==> src/rtl/hrfe_pkg.sv <==
`timescale 1ns / 1ps

package hrfe_pkg;

  // Result kinds
  localparam logic [2:0] KIND_MBYTE  = 3'd0;
  localparam logic [2:0] KIND_MEND   = 3'd1;
  localparam logic [2:0] KIND_TBYTE  = 3'd2;
  localparam logic [2:0] KIND_TEND   = 3'd3;
  localparam logic [2:0] KIND_VBYTE  = 3'd4;
  localparam logic [2:0] KIND_DONE   = 3'd5;
  localparam logic [2:0] KIND_NONE   = 3'd6;
  localparam logic [2:0] KIND_UNTERM = 3'd7;

  // Configuration register indexes
  localparam logic CFG_IDX_NAME = 1'b0;
  localparam logic CFG_IDX_LEN  = 1'b1;

  // Characters of interest
  localparam logic [7:0] CH_NUL   = 8'h00;
  localparam logic [7:0] CH_LF    = 8'h0A;
  localparam logic [7:0] CH_CR    = 8'h0D;
  localparam logic [7:0] CH_SPACE = 8'h20;
  localparam logic [7:0] CH_COLON = 8'h3A;

  // Most results one input byte can cause
  localparam int MAX_RES = 6;

  // All results caused by one input byte, in order
  typedef struct packed {
    logic [2:0]                 count;
    logic [MAX_RES-1:0][2:0]    kind;
    logic [MAX_RES-1:0][7:0]    data;
  } res_bundle_t;

endpackage

==> src/rtl/hrfe_ifs.sv <==
`timescale 1ns / 1ps

interface hrfe_in_if;
  logic       valid;
  logic       ready;
  logic [7:0] byte_in;
  logic       final_byte;
  modport source (output valid, byte_in, final_byte, input ready);
  modport sink   (input valid, byte_in, final_byte, output ready);
endinterface

interface hrfe_out_if;
  logic       valid;
  logic       ready;
  logic [2:0] kind;
  logic [7:0] data_byte;
  logic       last_of_run;
  modport source (output valid, kind, data_byte, last_of_run, input ready);
  modport sink   (input valid, kind, data_byte, last_of_run, output ready);
endinterface

interface hrfe_cfg_if;
  logic        valid;
  logic        ready;
  logic        index;
  logic [63:0] data;
  modport source (output valid, index, data, input ready);
  modport sink   (input valid, index, data, output ready);
endinterface

==> src/rtl/hrfe_front.sv <==
`timescale 1ns / 1ps

module hrfe_front #(
  parameter int NAME_BYTES = 8
) (
  input  logic                 clk,
  input  logic                 rst_n,
  hrfe_in_if.sink              in_ch,
  hrfe_cfg_if.sink             cfg_ch,
  input  logic                 q_full,
  output logic                 q_push,
  output hrfe_pkg::res_bundle_t q_data
);

  localparam int IW = (NAME_BYTES > 1) ? $clog2(NAME_BYTES) : 1;
  localparam int SW = $clog2(NAME_BYTES + 1);

  typedef enum logic [1:0] {LP_METHOD, LP_TARGET, LP_DONE} line_phase_t;
  typedef enum logic [1:0] {HP_SEARCH, HP_COLON, HP_VALUE, HP_FOUND} header_phase_t;

  // Append one result to a bundle
  function automatic hrfe_pkg::res_bundle_t add_res(hrfe_pkg::res_bundle_t b,
                                                    logic [2:0] k, logic [7:0] d);
    hrfe_pkg::res_bundle_t r;
    r = b;
    r.kind[b.count] = k;
    r.data[b.count] = d;
    r.count = b.count + 3'd1;
    return r;
  endfunction

  // Close any open method or target
  function automatic hrfe_pkg::res_bundle_t close_res(hrfe_pkg::res_bundle_t b,
                                                      line_phase_t lp);
    hrfe_pkg::res_bundle_t r;
    r = b;
    case (lp)
      LP_METHOD: begin
        r = add_res(r, hrfe_pkg::KIND_MEND, hrfe_pkg::CH_NUL);
        r = add_res(r, hrfe_pkg::KIND_TEND, hrfe_pkg::CH_NUL);
      end
      LP_TARGET: r = add_res(r, hrfe_pkg::KIND_TEND, hrfe_pkg::CH_NUL);
      default: ;
    endcase
    return r;
  endfunction

  logic [63:0]                 name_r;
  logic [3:0]                  len_r;
  line_phase_t                 line_phase_r, lp;
  header_phase_t               header_phase_r, hp;
  logic                        cr_held_r, cr;
  logic                        ended_r, ended;
  logic [SW-1:0]               seen_r, seen;
  logic [NAME_BYTES-1:0][7:0]  recent_r;
  logic [NAME_BYTES:0][7:0]    cat_w;
  logic [NAME_BYTES-1:0][7:0]  window_w;
  logic [3:0]                  len_eff;
  logic                        name_hit;
  logic                        accept;
  logic [7:0]                  b;
  hrfe_pkg::res_bundle_t       res;

  assign accept      = in_ch.valid && in_ch.ready;
  assign in_ch.ready = !q_full;
  assign cfg_ch.ready = 1'b1;
  assign b           = in_ch.byte_in;

  // Window of the newest bytes, incoming byte lowest
  assign cat_w    = {recent_r, b};
  assign window_w = cat_w[NAME_BYTES-1:0];

  // Clamp the name length to 1..NAME_BYTES
  always_comb begin
    if (len_r == 4'd0) begin
      len_eff = 4'd1;
    end else if (len_r > 4'(NAME_BYTES)) begin
      len_eff = 4'(NAME_BYTES);
    end else begin
      len_eff = len_r;
    end
  end

  // Compare the name against the window ending at the incoming byte
  always_comb begin
    logic [3:0] back;
    logic [7:0] want;
    logic [7:0] have;
    back = 4'd0;
    want = 8'd0;
    have = 8'd0;
    name_hit = ({1'b0, 4'(seen_r)} + 5'd1) >= {1'b0, len_eff};
    for (int k = 0; k < NAME_BYTES; k++) begin
      if (4'(k) < len_eff) begin
        back = len_eff - 4'd1 - 4'(k);
        want = name_r[8*k +: 8];
        have = window_w[back[IW-1:0]];
        if (want != have || want == hrfe_pkg::CH_NUL) begin
          name_hit = 1'b0;
        end
      end
    end
  end

  // Classify the byte and build its result bundle
  always_comb begin
    lp    = line_phase_r;
    hp    = header_phase_r;
    cr    = cr_held_r;
    ended = ended_r;
    seen  = seen_r;
    res   = '0;
    if (!ended_r) begin
      if (b == hrfe_pkg::CH_NUL) begin
        res   = close_res(res, lp);
        lp    = LP_DONE;
        ended = 1'b1;
      end else begin
        case (line_phase_r)
          LP_METHOD: begin
            if (b == hrfe_pkg::CH_SPACE) begin
              res = add_res(res, hrfe_pkg::KIND_MEND, hrfe_pkg::CH_NUL);
              lp  = LP_TARGET;
            end else begin
              res = add_res(res, hrfe_pkg::KIND_MBYTE, b);
            end
          end
          LP_TARGET: begin
            if (b == hrfe_pkg::CH_SPACE) begin
              res = add_res(res, hrfe_pkg::KIND_TEND, hrfe_pkg::CH_NUL);
              lp  = LP_DONE;
            end else begin
              res = add_res(res, hrfe_pkg::KIND_TBYTE, b);
            end
          end
          default: ;
        endcase
        case (header_phase_r)
          HP_SEARCH: begin
            if (name_hit) hp = HP_COLON;
          end
          HP_COLON: begin
            if (b == hrfe_pkg::CH_COLON) hp = HP_VALUE;
          end
          HP_VALUE: begin
            if (cr_held_r) begin
              if (b == hrfe_pkg::CH_LF) begin
                cr = 1'b0;
                hp = HP_FOUND;
              end else begin
                res = add_res(res, hrfe_pkg::KIND_VBYTE, hrfe_pkg::CH_CR);
                if (b == hrfe_pkg::CH_CR) begin
                  cr = 1'b1;
                end else begin
                  res = add_res(res, hrfe_pkg::KIND_VBYTE, b);
                  cr  = 1'b0;
                end
              end
            end else if (b == hrfe_pkg::CH_CR) begin
              cr = 1'b1;
            end else begin
              res = add_res(res, hrfe_pkg::KIND_VBYTE, b);
            end
          end
          default: ;
        endcase
        if (seen_r < SW'(NAME_BYTES)) seen = seen_r + SW'(1);
      end
    end
    // Last byte: close the line, report, clear the request
    if (in_ch.final_byte) begin
      res = close_res(res, lp);
      case (hp)
        HP_FOUND:  res = add_res(res, hrfe_pkg::KIND_DONE, hrfe_pkg::CH_NUL);
        HP_SEARCH: res = add_res(res, hrfe_pkg::KIND_NONE, hrfe_pkg::CH_NUL);
        default:   res = add_res(res, hrfe_pkg::KIND_UNTERM, hrfe_pkg::CH_NUL);
      endcase
      lp    = LP_METHOD;
      hp    = HP_SEARCH;
      cr    = 1'b0;
      ended = 1'b0;
      seen  = '0;
    end
  end

  assign q_push = accept && (res.count != 3'd0);
  assign q_data = res;

  // Hold request state; advance on each accepted beat
  always_ff @(posedge clk) begin
    if (!rst_n) begin
      line_phase_r   <= LP_METHOD;
      header_phase_r <= HP_SEARCH;
      cr_held_r      <= 1'b0;
      ended_r        <= 1'b0;
      seen_r         <= '0;
    end else if (accept) begin
      line_phase_r   <= lp;
      header_phase_r <= hp;
      cr_held_r      <= cr;
      ended_r        <= ended;
      seen_r         <= seen;
    end
  end

  // Shift the byte window on each accepted byte before the request has ended, except a zero byte
  always_ff @(posedge clk) begin
    if (accept && !ended_r && b != hrfe_pkg::CH_NUL) begin
      recent_r <= window_w;
    end
  end

  // Configuration registers
  always_ff @(posedge clk) begin
    if (!rst_n) begin
      name_r <= '0;
      len_r  <= 4'd1;
    end else if (cfg_ch.valid) begin
      case (cfg_ch.index)
        hrfe_pkg::CFG_IDX_NAME: name_r <= cfg_ch.data;
        hrfe_pkg::CFG_IDX_LEN:  len_r  <= cfg_ch.data[3:0];
        default: ;
      endcase
    end
  end

endmodule

==> src/rtl/hrfe_fifo.sv <==
`timescale 1ns / 1ps

module hrfe_fifo #(
  parameter int DEPTH = 2
) (
  input  logic                  clk,
  input  logic                  rst_n,
  input  logic                  push,
  input  hrfe_pkg::res_bundle_t wr_data,
  output logic                  full,
  input  logic                  pop,
  output hrfe_pkg::res_bundle_t rd_data,
  output logic                  empty
);

  localparam int AW = (DEPTH > 1) ? $clog2(DEPTH) : 1;

  hrfe_pkg::res_bundle_t entry_r [DEPTH];
  logic [AW-1:0]         wr_ptr_r;
  logic [AW-1:0]         rd_ptr_r;
  logic [AW:0]           cnt_r;

  assign full    = (cnt_r == (AW+1)'(DEPTH));
  assign empty   = (cnt_r == '0);
  assign rd_data = entry_r[rd_ptr_r];

  // Store a bundle at the write pointer
  always_ff @(posedge clk) begin
    if (push) entry_r[wr_ptr_r] <= wr_data;
  end

  // Advance pointers and occupancy
  always_ff @(posedge clk) begin
    if (!rst_n) begin
      wr_ptr_r <= '0;
      rd_ptr_r <= '0;
      cnt_r    <= '0;
    end else begin
      if (push) begin
        wr_ptr_r <= (wr_ptr_r == AW'(DEPTH - 1)) ? '0 : wr_ptr_r + AW'(1);
      end
      if (pop) begin
        rd_ptr_r <= (rd_ptr_r == AW'(DEPTH - 1)) ? '0 : rd_ptr_r + AW'(1);
      end
      case ({push, pop})
        2'b10:   cnt_r <= cnt_r + (AW+1)'(1);
        2'b01:   cnt_r <= cnt_r - (AW+1)'(1);
        default: cnt_r <= cnt_r;
      endcase
    end
  end

endmodule

==> src/rtl/hrfe_back.sv <==
`timescale 1ns / 1ps

module hrfe_back (
  input  logic                  clk,
  input  logic                  rst_n,
  input  logic                  q_empty,
  input  hrfe_pkg::res_bundle_t q_head,
  output logic                  q_pop,
  hrfe_out_if.source            out_ch
);

  logic [2:0] idx_r;
  logic       last;
  logic       accept;

  assign last   = (idx_r == q_head.count - 3'd1);
  assign accept = out_ch.valid && out_ch.ready;

  // Present the current result of the head bundle
  assign out_ch.valid       = !q_empty;
  assign out_ch.kind        = q_head.kind[idx_r];
  assign out_ch.data_byte   = q_head.data[idx_r];
  assign out_ch.last_of_run = last;

  // Drop the bundle after its final beat
  assign q_pop = accept && last;

  always_ff @(posedge clk) begin
    if (!rst_n) begin
      idx_r <= 3'd0;
    end else if (accept) begin
      idx_r <= last ? 3'd0 : idx_r + 3'd1;
    end
  end

endmodule

==> src/rtl/http_request_field_extractor.sv <==
`timescale 1ns / 1ps

// HTTP request field extractor. Bytes of a request enter one per cycle on in_ch; the
// block emits the method and target of the request line as tagged bytes with end
// markers, finds the first occurrence of the configured header name (which must be
// written on cfg_ch while idle, a rule the block leaves to the user) and emits that
// header's value up to CR LF, then on the beat marked final_byte reports value complete,
// not found or unterminated and clears for the next request. A zero byte ends the request
// early. A new byte is accepted every cycle while the internal result queue has room;
// each byte yields zero to six results, which leave on out_ch one per cycle while out_ch
// is ready. The QUEUE_DEPTH-entry queue between the classifier and the output sequencer
// lets input and output stall independently.
module http_request_field_extractor #(
  parameter int NAME_BYTES  = 8,
  parameter int QUEUE_DEPTH = 2
) (
  input  logic        clk,
  input  logic        rst_n,
  hrfe_in_if.sink     in_ch,
  hrfe_out_if.source  out_ch,
  hrfe_cfg_if.sink    cfg_ch
);

  hrfe_pkg::res_bundle_t push_data;
  hrfe_pkg::res_bundle_t head_data;
  logic                  push;
  logic                  full;
  logic                  pop;
  logic                  empty;

  hrfe_front #(
    .NAME_BYTES (NAME_BYTES)
  ) u_front (
    .clk    (clk),
    .rst_n  (rst_n),
    .in_ch  (in_ch),
    .cfg_ch (cfg_ch),
    .q_full (full),
    .q_push (push),
    .q_data (push_data)
  );

  hrfe_fifo #(
    .DEPTH (QUEUE_DEPTH)
  ) u_fifo (
    .clk     (clk),
    .rst_n   (rst_n),
    .push    (push),
    .wr_data (push_data),
    .full    (full),
    .pop     (pop),
    .rd_data (head_data),
    .empty   (empty)
  );

  hrfe_back u_back (
    .clk     (clk),
    .rst_n   (rst_n),
    .q_empty (empty),
    .q_head  (head_data),
    .q_pop   (pop),
    .out_ch  (out_ch)
  );

endmodule
==> src/flat_wrapper.sv <==
// flat-port wrapper written by rule: the top's interface ports become plain ports
module http_request_field_extractor_flat 
#(
  parameter int NAME_BYTES  = 8,
  parameter int QUEUE_DEPTH = 2
)
  (clk, rst_n, in_ch_valid, in_ch_byte_in, in_ch_final_byte, in_ch_ready, out_ch_valid, out_ch_kind, out_ch_data_byte, out_ch_last_of_run, out_ch_ready, cfg_ch_valid, cfg_ch_index, cfg_ch_data, cfg_ch_ready);
  hrfe_in_if in_ch_i ();
  hrfe_out_if out_ch_i ();
  hrfe_cfg_if cfg_ch_i ();
  input  logic clk;
  input  logic rst_n;
  input wire logic [$bits(in_ch_i.valid)-1:0] in_ch_valid;
  input wire logic [$bits(in_ch_i.byte_in)-1:0] in_ch_byte_in;
  input wire logic [$bits(in_ch_i.final_byte)-1:0] in_ch_final_byte;
  output wire logic [$bits(in_ch_i.ready)-1:0] in_ch_ready;
  output wire logic [$bits(out_ch_i.valid)-1:0] out_ch_valid;
  output wire logic [$bits(out_ch_i.kind)-1:0] out_ch_kind;
  output wire logic [$bits(out_ch_i.data_byte)-1:0] out_ch_data_byte;
  output wire logic [$bits(out_ch_i.last_of_run)-1:0] out_ch_last_of_run;
  input wire logic [$bits(out_ch_i.ready)-1:0] out_ch_ready;
  input wire logic [$bits(cfg_ch_i.valid)-1:0] cfg_ch_valid;
  input wire logic [$bits(cfg_ch_i.index)-1:0] cfg_ch_index;
  input wire logic [$bits(cfg_ch_i.data)-1:0] cfg_ch_data;
  output wire logic [$bits(cfg_ch_i.ready)-1:0] cfg_ch_ready;
  assign in_ch_i.valid = in_ch_valid;
  assign in_ch_i.byte_in = in_ch_byte_in;
  assign in_ch_i.final_byte = in_ch_final_byte;
  assign in_ch_ready = in_ch_i.ready;
  assign out_ch_valid = out_ch_i.valid;
  assign out_ch_kind = out_ch_i.kind;
  assign out_ch_data_byte = out_ch_i.data_byte;
  assign out_ch_last_of_run = out_ch_i.last_of_run;
  assign out_ch_i.ready = out_ch_ready;
  assign cfg_ch_i.valid = cfg_ch_valid;
  assign cfg_ch_i.index = cfg_ch_index;
  assign cfg_ch_i.data = cfg_ch_data;
  assign cfg_ch_ready = cfg_ch_i.ready;
  http_request_field_extractor #(.NAME_BYTES(NAME_BYTES), .QUEUE_DEPTH(QUEUE_DEPTH)) u_core (.clk(clk), .rst_n(rst_n), .in_ch(in_ch_i), .out_ch(out_ch_i), .cfg_ch(cfg_ch_i));
endmodule
==> config.mk <==
export PLATFORM = sky130hd
export DESIGN_NAME = http_request_field_extractor_flat
export DESIGN_NICKNAME = d
export VERILOG_FILES = /design/src/rtl/hrfe_pkg.sv /design/src/rtl/hrfe_ifs.sv /design/src/rtl/hrfe_front.sv /design/src/rtl/hrfe_fifo.sv /design/src/rtl/hrfe_back.sv /design/src/rtl/http_request_field_extractor.sv /design/src/flat_wrapper.sv
export SDC_FILE = /design/constraint.sdc
export NUM_CORES = 1
export LEC_CHECK = 0
export BUFFER_PORTS_ARGS = -buffer_cell sky130_fd_sc_hd__buf_4
export CAP_MARGIN = 5
export CORE_UTILIZATION = 49
export DETAILED_ROUTE_END_ITERATION = 10
export HOLD_SLACK_MARGIN = 0.12
export PLACE_DENSITY = 0.7
export SLEW_MARGIN = 10
export SYNTH_ARGS = -nofsm -noshare
export SYNTH_HDL_FRONTEND = slang
export SYNTH_SLANG_ARGS = --single-unit
==> constraint.sdc <==
create_clock -name clk -period 7.58 [get_ports clk]
set_input_delay 0.379 -clock clk [delete_from_list [all_inputs] [get_ports clk]]
set_output_delay 0.379 -clock clk [all_outputs]
set_load 0.03 [all_outputs]
=== After elaboration in Yosys (flattened, before gate mapping) ===
Memory sizes are Yosys's and may differ from the RTL's. A register that Yosys moved wholly into a read port is not among the register bits.
Cells that the tools add are included.

* ROM bits: 0
* Bits of input ports: 79
* RAM bits: 138
* Latch bits: 0
* Memories: 1
* Output and inout port bits: 15
* Bits in registers: 141

* Reduce and logical (&&, ||, !) cells: 46
* Shift-type cells: 0
* Equality and inequality tests: 23
* $mul: 0
* Add/sub/neg operators: 21
* Multiplexer cells: 113
* Bitwise operators: 32
* Divide/modulo/power cells: 0
* Order comparisons: 30

{| class="wikitable"
|+ Memory list
! memory !! words !! bits a word !! read ports !! clocked after Yosys merged registers in !! write ports !! line !! RTL
|-
| u_core.u_fifo.entry_r || 2 || 69 || 1 || 1 || 1 || hrfe_fifo.sv:18 || <nowiki>hrfe_pkg::res_bundle_t entry_r [DEPTH];</nowiki>
|}

{| class="wikitable"
|+ Operators by type and width
! operator !! count
|-
| 2-to-1 mux 69 bit || 11
|-
| binary-select mux 8 bit (select 3 bit) || 9
|-
| AND 48 bit || 3
|-
| inverter 48 bit || 3
|-
| one-hot mux 69 bit (2 select lines) || 1
|-
| one-hot mux 68 bit (2 select lines) || 1
|-
| one-hot mux 67 bit (2 select lines) || 1
|-
| one-hot mux 66 bit (2 select lines) || 1
|-
| demux 8 bit (select 3 bit) || 5
|-
| 2-to-1 mux 8 bit || 14
|-
| 2-to-1 mux 49 bit || 2
|-
| bitwise mux 48 bit || 2
|-
| logical NOT 8 bit || 9
|-
| inequality test 8 bit || 8
|-
| < comparator 3 x 4 -> 1 bit, second input constant || 14
|-
| bitwise OR 12 bit || 4
|-
| demux 3 bit (select 3 bit) || 5
|-
| AND 12 bit || 3
|-
| inverter 12 bit || 3
|-
| bitwise OR 18 bit || 2
|-
| 2-to-1 mux 1 bit || 32
|-
| AND 30 bit || 1
|-
| inverter 30 bit || 1
|-
| AND 6 bit || 4
|-
| other kinds (41) || 126
|}

=== Longest topological paths before layout ===
Gate-level depths: netlist of run 1.

* Depth after elaboration: 39
* Gate-level depth with buffers: 30

=== Modules after synthesis ===
From an unflattened synthesis of run 1, not the netlist that was laid out.

* Cell total of the unflattened synthesis: 1694
* Area, all modules: 17157.7 um^2

{| class="wikitable"
|+ By module, submodules not included
! module !! seq. area each (um^2) !! area each (um^2) !! times used !! cells an instance
|-
| hrfe_front || 3243.1 || 11146.9 || 1 || 1374
|-
| hrfe_fifo || 4244.1 || 5190.0 || 1 || 237
|-
| hrfe_back || 60.1 || 820.8 || 1 || 83
|}

=== Worst setup path after synthesis of run 1 ===
No wires, ideal clock.

* Path type: in2reg
* Start: input port in_ch_byte_in[4]
* End: memory u_core.u_fifo.entry_r[0][0] (netlist name) (enable)
* Stages: 19
* Library setup time: 0.448 ns
* Arrival: 6.292 ns
* Data required time: 7.132 ns
* Path slack: 0.840 ns
* Buffers on the path: 2
* Path through: clkbuf_1 -> or4_1 -> or4_1 -> clkbuf_1 -> ha_1 -> a211oi_1 -> o21ai_0 -> a21o_1 -> a21oi_2 -> inv_1 -> ha_1 -> nor2_1 -> mux2i_1 -> and2_1 -> ha_1 -> xor2_1 -> nor2_1 -> o31ai_1 -> nor2_1

{| class="wikitable"
|+ RTL lines
! what !! line !! RTL
|-
| start, declared || flat_wrapper.sv:14 || <nowiki>input wire logic [$bits(in_ch_i.byte_in)-1:0] in_ch_byte_in;</nowiki>
|-
| end, declared || hrfe_fifo.sv:18 ||
|}

==> impl_metrics.csv, run 1 <==
group,metric,value,unit
flow_run,maxCapViolCount,0,
route,via_per_inst,6.33,
synth,yosys.area_share.simple,17.1,%
synth,syn-cell-area,14700,sq um
global_route,grt_use_met2,48.2,%
clocking,clk_path_buf_depth,3,
power_and_ir_drop,ir_drop,0.144,mV
synth,ys_types,89,
global_route,grt_pass1_wl,68200,um
cells_and_area,nets,1720,
synth,syn_area_per_cell,9.68,sq um
route,wl,43700,um
clocking,clk_pin_slew,0.06,ns
worst_setup_path,path_class,"reg -> reg",
worst_setup_path,critPathCaptureType,"register",
synth,synth_top_area_share,29.9,%
synth,synthXorXnorAreaFrac,4.65,%
global_route,use_met3,4.09,%
timing,tns,0,ns
timing,setup_viol,0,
global_route,grt_use_total,28.5,%
power_and_ir_drop,power,3.60,mW
worst_setup_path,r2r_cells,23,
timing,fin_hold_ws,0.146,ns
worst_setup_path,cp.required,7.83,ns
die,start_util,50.4,%
synth,synth_compound_area_share,15.3,%
route,ant_nets,0,
timing,relSlewSlack,27.2,%
clocking,htreeDepth,1,
route,drc,0,
global_route,grt_overflow,0,
synth,syn_nets,1616,
synth,synth_edf_count,146,
cells_and_area,stdcell_area,17200,sq um
timing,slew_violations,0,
place,io_buffers,92,
synth,synth_top_family_by_area,"simple AND/OR/NAND/NOR gates",
worst_setup_path,worstPathArrival,6.95,ns
cells_and_area,syn2layout_area_growth,17.0,%
synth,syn-instance-count,1515,
worst_setup_path,start_kind,"register",
clocking,clock_sinks,232,
global_route,grt_max_degree,80,
place,post-place-ws,1.01,ns
synth,synthTopCellsByCount,"nand2_1 (199), edfxtp_1 (146), a21oi_1 (123)",
die,die-height,175,um
route,wire_per_inst,21.6,um
worst_setup_path,rrSetupSlack,0.88,ns
synth,synth_ff_type,"edfxtp_1",
synth,synth_mux_area_share,15.2,%
timing,clock_skew,0.0117,ns
clocking,clockRootBuffer,"clkbuf_16",
synth,synth_fa_ha_area_share,1.88,%
route,vias,12800,
clocking,clk-insertion-delay-late,0.54,ns
worst_setup_path,reg2reg_to,"u_core.u_fifo.entry_r[0][56]$_DFFE_PP_",
global_route,grt_pass1_vias,12000,
power_and_ir_drop,powerDensity,210,nW/um^2
place,place_hpwl,30600,um
cells_and_area,fillerInstances,2465,
global_route,top_usage_layer,"met2",
worst_setup_path,rr_startpoint,"u_core.u_front.len_r[1]$_SDFFE_PN0P_",
clocking,cts_resized,0,
timing,timing_worst_slew_pin_value,1.09,ns
route,first_pass_iters,5,
timing,fin_crit,6.70,ns
die,die_area,30600,sq um
worst_setup_path,crit_fanout,32,
die,die_w,175,um
clocking,tritoncts,"done",
clocking,postCtsSetupBuffers,0,
cells_and_area,n_antenna_cell,0,
route,first_iter_violations,1422,
clocking,cts-buffers-inserted,26,
timing,period_share,88.4,%
power_and_ir_drop,leakagePower,6.38,nW
timing,rsz0062_at_grt,"no",
timing,fmax,149,MHz
global_route,use_met1,36.0,%
synth,yosysTopAreaCell,"edfxtp_1",
synth,async_reset_ff_share,0,%
synth,ys_warn_count,0,
place,placed_cell_area,15600,sq um
global_route,grt_antenna_before_repair,0,
die,ioPinCount,94,
timing,hold_viol,0,
die,num_rows,62,
worst_setup_path,crit_path_start,"u_core.u_front.len_r[1]$_SDFFE_PN0P_",
clocking,cts_hold_buf,65,
synth,ys_seq_area_share,41.6,%
synth,synth_area_leaders,"edfxtp_1 (30%), dfxtp_1 (12%), mux4_2 (7.5%), mux2i_1 (5.2%), nand2_1 (5.1%)",
cells_and_area,drive_gt1_share,16.8,%
min_path,min_path_type,"in -> reg",
die,coreArea,29100,sq um
synth,synth-seq-cells,232,
place,place_congestion,0.965,
synth,synth_most_common_cell,"nand2_1",
timing,timing.final.ws_setup,0.876,ns
status,status,"completed",
worst_setup_path,crit_path_end,"u_core.u_fifo.entry_r[0][56]$_DFFE_PP_",
-- registers in the layout, summed over array words and instances, names as in the netlist, named ones only --
signal                         cells
u_core.u_front.header_phase_r      2
u_core.u_fifo.wr_ptr_r             1
u_core.u_front.seen_r              4
u_core.u_front.ended_r             1
u_core.u_back.idx_r                3
u_core.u_fifo.cnt_r                2
u_core.u_front.len_r               4
u_core.u_front.name_r             64
u_core.u_front.cat_w              56
u_core.u_front.cr_held_r           1
u_core.u_front.line_phase_r        2
u_core.u_fifo.rd_ptr_r             1
u_core.u_fifo.entry_r             90
-- worst max-delay path: stages (launching register included) --
cell       delay [ns]
dfxtp_1          0.31
o21ba_1          0.18
buf_4            0.20
nor2_8           0.45
inv_4            0.04
ha_1             0.27
buf_4            0.25
or4bb_1          0.48
o21ai_0          0.16
a211oi_2         0.09
o21ai_0          0.17
or3b_1           0.35
a2111oi_0        0.37
or4b_1           0.50
a2111oi_2        0.31
o2111ai_1        0.34
and2_1           0.28
ha_1             0.24
or2_2            0.35
o21ai_1          0.46
inv_1            0.18
o21ai_0          0.13
a211o_1          0.15
o21ai_0          0.12
-- per-stage QoR --
| step | instances | util [%] |
|---|---|---|
| after CTS | 2023 | 59.0 |
| after global placement | 1910 | 53.7 |
| after floorplan | 1515 | - |
| after global routing | 2023 | 59.0 |
| final | 2023 | 59.0 |
| after detailed placement | 1910 | 53.7 |
-- cell usage in the layout, fill, tap and decap left out, drive strengths merged, types with 8 or more instances in the layout --
cell           n
nand3         20
a21oi        124
nor3          49
a2111oi        9
edfxtp       146
nand2b        32
o22ai         18
nor2         114
dfxtp         86
mux2          33
buf          120
nor4          26
dlygate4sd3   65
mux2i         76
or3           13
nand2        199
and3          17
a31oi         22
clkbuf        31
xor2          27
o21ai         60
mux4          49
a211o          8
a211oi        24
xnor2         50
nor2b          9
ha            22
clkinv        15
a22oi         14
inv           41
-- how the worst min path moves through the flow --
stage | startpoint | endpoint | slack (ns) | depth (start not counted)
2_1_floorplan | u_core.u_front.name_r[48]$_SDFFE_PN0P_ | u_core.u_front.name_r[48]$_SDFFE_PN0P_ | 0.44 | 2
3_3_place_gp | u_core.u_front.name_r[48]$_SDFFE_PN0P_ | u_core.u_front.name_r[48]$_SDFFE_PN0P_ | 0.46 | 2
3_5_place_dp | u_core.u_front.name_r[46]$_SDFFE_PN0P_ | u_core.u_front.name_r[46]$_SDFFE_PN0P_ | 0.46 | 2
4_1_cts | cfg_ch_data[46] | u_core.u_front.name_r[46]$_SDFFE_PN0P_ | 0.12 | 3
5_1_grt | in_ch_byte_in[4] | u_core.u_front.cat_w[12]$_DFFE_PP_ | 0.14 | 1
6_report | cfg_ch_valid | u_core.u_front.len_r[3]$_SDFFE_PN0P_ | 0.15 | 3
-- final cells by class --
| type | instances | area (sq um) | area share (%) |
|---|---|---|---|
| clock buffer | 31 | 689 | 4.02 |
| clock inverter | 17 | 179 | 1.04 |
| inverter | 42 | 160 | 0.934 |
| multi-input combinational | 1132 | 7980 | 46.5 |
| sequential | 232 | 6110 | 35.6 |
| tap | 384 | 480 | 2.80 |
| timing repair buffer | 185 | 1550 | 9.04 |
-- metal layers --
metal | part of all wire (%) | vias up | wire length, um
li1 | - | 5866 | -
met4 | 4.9 | 0 | 2150
met2 | 49 | 630 | 21300
met1 | 39 | 6183 | 17100
met3 | 7.1 | 123 | 3100
met5 | 0 | - | 0
-- cells by family after synthesis --
| logic type | after synthesis |
|---|---|
| flip-flops | 232 |
| AO/OA/AOI/OAI | 349 |
| other | 1 |
| XOR/XNOR | 77 |
| buffers and inverters | 151 |
| multiplexers | 158 |
| AND/OR/NAND/NOR | 525 |
| adder cells (fa/ha/maj) | 22 |
-- power breakdown --
| part | internal (mW) | total (mW) | switching [mW] |
|---|---|---|---|
| logic | 0.349 | 0.779 | 0.429 |
| registers | 1.44 | 1.54 | 0.102 |
| clock network | 0.755 | 1.28 | 0.521 |
| total | 2.54 | 3.60 | 1.05 |
(Power assumes the default switching activity.)
==> run 2: changes to the inputs <==
--- a/config.mk
+++ b/config.mk
@@ -5,7 +5,7 @@
 export SDC_FILE = /design/constraint.sdc
 export NUM_CORES = 1
 export LEC_CHECK = 0
-export BUFFER_PORTS_ARGS = -buffer_cell sky130_fd_sc_hd__buf_4
+export BUFFER_PORTS_ARGS = -buffer_cell sky130_fd_sc_hd__clkbuf_2
 export CAP_MARGIN = 5
 export CORE_UTILIZATION = 49
 export DETAILED_ROUTE_END_ITERATION = 10
==> run 2 against run 1 <==
Effect of this change:
- utilization fell by 0.90 points
- combinational power decreased by 3.0%
- worst setup slack gained 0.16 ns
- power is 0.79% lower
- cell count is 0.25% lower
- via count fell by 1.1%
- die area stayed put
- largest cell class unchanged
==> impl_metrics.csv, run 2 (synthesized netlist as in run 1, its figures left out) <==
group,metric,value,unit
power_and_ir_drop,powerDensity,211,nW/um^2
place,place_hpwl,31000,um
timing,hold_viol,0,
timing,period_share,86.3,%
global_route,grt_pass1_vias,12400,
route,first_iter_violations,1217,
status,status,"completed",
worst_setup_path,critical_path.most_common_cell,"o21ai_0",
clocking,clock_sinks,232,
die,num_rows,62,
worst_setup_path,path_class,"reg -> reg",
global_route,grt_use_total,29.1,%
global_route,grt_pass1_wl,69600,um
clocking,cts_resized,0,
cells_and_area,mostFrequentLayoutCells,"nand2_1 (199), edfxtp_1 (146), a21oi_1 (123)",
route,via_per_inst,6.28,
flow_run,maxCapViolCount,0,
global_route,grt_max_degree,80,
cells_and_area,syn2layout_area_growth,15.2,%
worst_setup_path,path_delay_family,"compound AO/OA/AOI/OAI gates",
route,drc,0,
worst_setup_path,crit_fanout,60,
timing,fin_crit,6.54,ns
power_and_ir_drop,leakagePower,6.29,nW
route,vias,12700,
cells_and_area,top_register,"u_core.u_fifo.entry_r",
die,coreArea,29100,sq um
place,place_congestion,0.979,
worst_setup_path,cp.required,7.82,ns
worst_setup_path,cp_slowest_cell,"buf_4",
timing,tns,0,ns
die,die_area,30600,sq um
timing,setup_viol,0,
timing,relSlewSlack,28.2,%
timing,slew_violations,0,
timing,fin_hold_ws,0.160,ns
cells_and_area,nets,1715,
worst_setup_path,start_kind,"register",
route,ant_nets,0,
timing,timing.final.ws_setup,1.04,ns
clocking,htreeDepth,1,
clocking,tritoncts,"done",
timing,clock_skew,0.0114,ns
timing,rsz0062_at_grt,"no",
worst_setup_path,worstPathArrival,6.79,ns
clocking,clk_path_buf_depth,3,
cells_and_area,drive_gt1_share,16.4,%
place,io_buffers,92,
global_route,grt_overflow,0,
cells_and_area,largest_reg_flops,90,
clocking,clk-insertion-delay-late,0.55,ns
place,placed_cell_area,15400,sq um
die,ioPinCount,94,
clocking,cts-buffers-inserted,26,
die,start_util,50.4,%
route,wl,44200,um
min_path,min_path_type,"in -> reg",
die,die_w,175,um
clocking,clk_pin_slew,0.07,ns
cells_and_area,layout_commonest_cell,"nand2_1",
die,die-height,175,um
worst_setup_path,critPathCaptureType,"register",
worst_setup_path,cp_num_buf_inv,4,
cells_and_area,n_antenna_cell,0,
worst_setup_path,crit_chain,"buf_4 -> and2b_1 -> inv_2 -> xnor2_2 -> buf_12 -> mux4_2 -> mux2i_1 -> xnor2_1 -> a2111oi_0 -> or4b_1 -> a2111oi_2 -> o2111ai_1 -> and2_1 -> ha_1 -> or2_2 -> o21ai_1 -> inv_1 -> o21ai_0 -> a211o_1 -> o21ai_0",
route,first_pass_iters,6,
cells_and_area,stdcell_area,16900,sq um
power_and_ir_drop,ir_drop,0.153,mV
place,post-place-ws,0.947,ns
route,wire_per_inst,21.9,um
cells_and_area,final_core_util,58.1,%
timing,fmax,153,MHz
worst_setup_path,slowest_delay,0.51,ns
clocking,clockRootBuffer,"clkbuf_16",
timing,timing_worst_slew_pin_value,1.08,ns
global_route,grt_antenna_before_repair,0,
[run 2: worst paths after layout]
| path | slack, ns | from | cells past startpoint | endpoint |
|---|---|---|---|---|
| worst min-delay path | 0.16 | rst_n | 2 | u_core.u_front.len_r[0]$_SDFFE_PN1P_ |
| worst min register to register | 0.47 | u_core.u_front.name_r[46]$_SDFFE_PN0P_ | 2 | u_core.u_front.name_r[46]$_SDFFE_PN0P_ |
| worst max register to register | 1.04 | u_core.u_front.len_r[2]$_SDFFE_PN0P_ | 20 | u_core.u_fifo.entry_r[0][56]$_DFFE_PP_ |
| worst max-delay path | 1.04 | u_core.u_front.len_r[2]$_SDFFE_PN0P_ | 20 | u_core.u_fifo.entry_r[0][56]$_DFFE_PP_ |
[run 2: cell type report]
| cell class | count | area (sq um) |
|---|---|---|
| sequential | 232 | 6110 |
| fill | 2499 | 12200 |
| tap | 384 | 480 |
| multi-input combinational | 1132 | 7980 |
| timing repair buffer | 180 | 1290 |
| clock buffer | 41 | 790 |
| inverter | 42 | 160 |
| clock inverter | 7 | 75.1 |
[run 2: per-layer routing]
metal / up-vias / wire [um] / share of wire [%] / track usage, %
met5: - / 0 / 0 / 0
met1: 6096 / 17100 / 39 / 35.9
met2: 594 / 21300 / 48 / 49.0
met4: 0 / 2470 / 5.6 / 14.7
li1: 5833 / - / - / -
met3: 144 / 3280 / 7.4 / 4.79
[run 2: timing repair]
action,4_1_cts,5_1_grt
endpoints found under the hold margin,65,0
buffers inserted,0,0
hold buffers,64,0
[run 2: report_power, final]
group | switching, mW | internal [mW] | leakage [nW]
Clock | 0.516 | 0.750 | 0.423
Combinational | 0.428 | 0.328 | 3.79
Sequential | 0.105 | 1.44 | 2.08
[run 2: metrics by stage]
| stage | total power, mW | cells |
|---|---|---|
| finish | 3.57 | 2018 |
| global route | 3.70 | 2018 |
| CTS | 3.58 | 2018 |
| detailed placement | 2.28 | 1906 |
| global placement | 2.27 | 1906 |
| floorplan | 2.06 | 1515 |
[run 2: worst reg2reg max path: cells and delay by family (launching register included)]
kind            cells  cell delay [ns]
compound gates      7             1.84
simple gates        4             1.60
buf+inv             4             1.10
mux                 2             0.60
xor+xnor            2             0.50
flops               1             0.33
fa+ha+maj           1             0.24
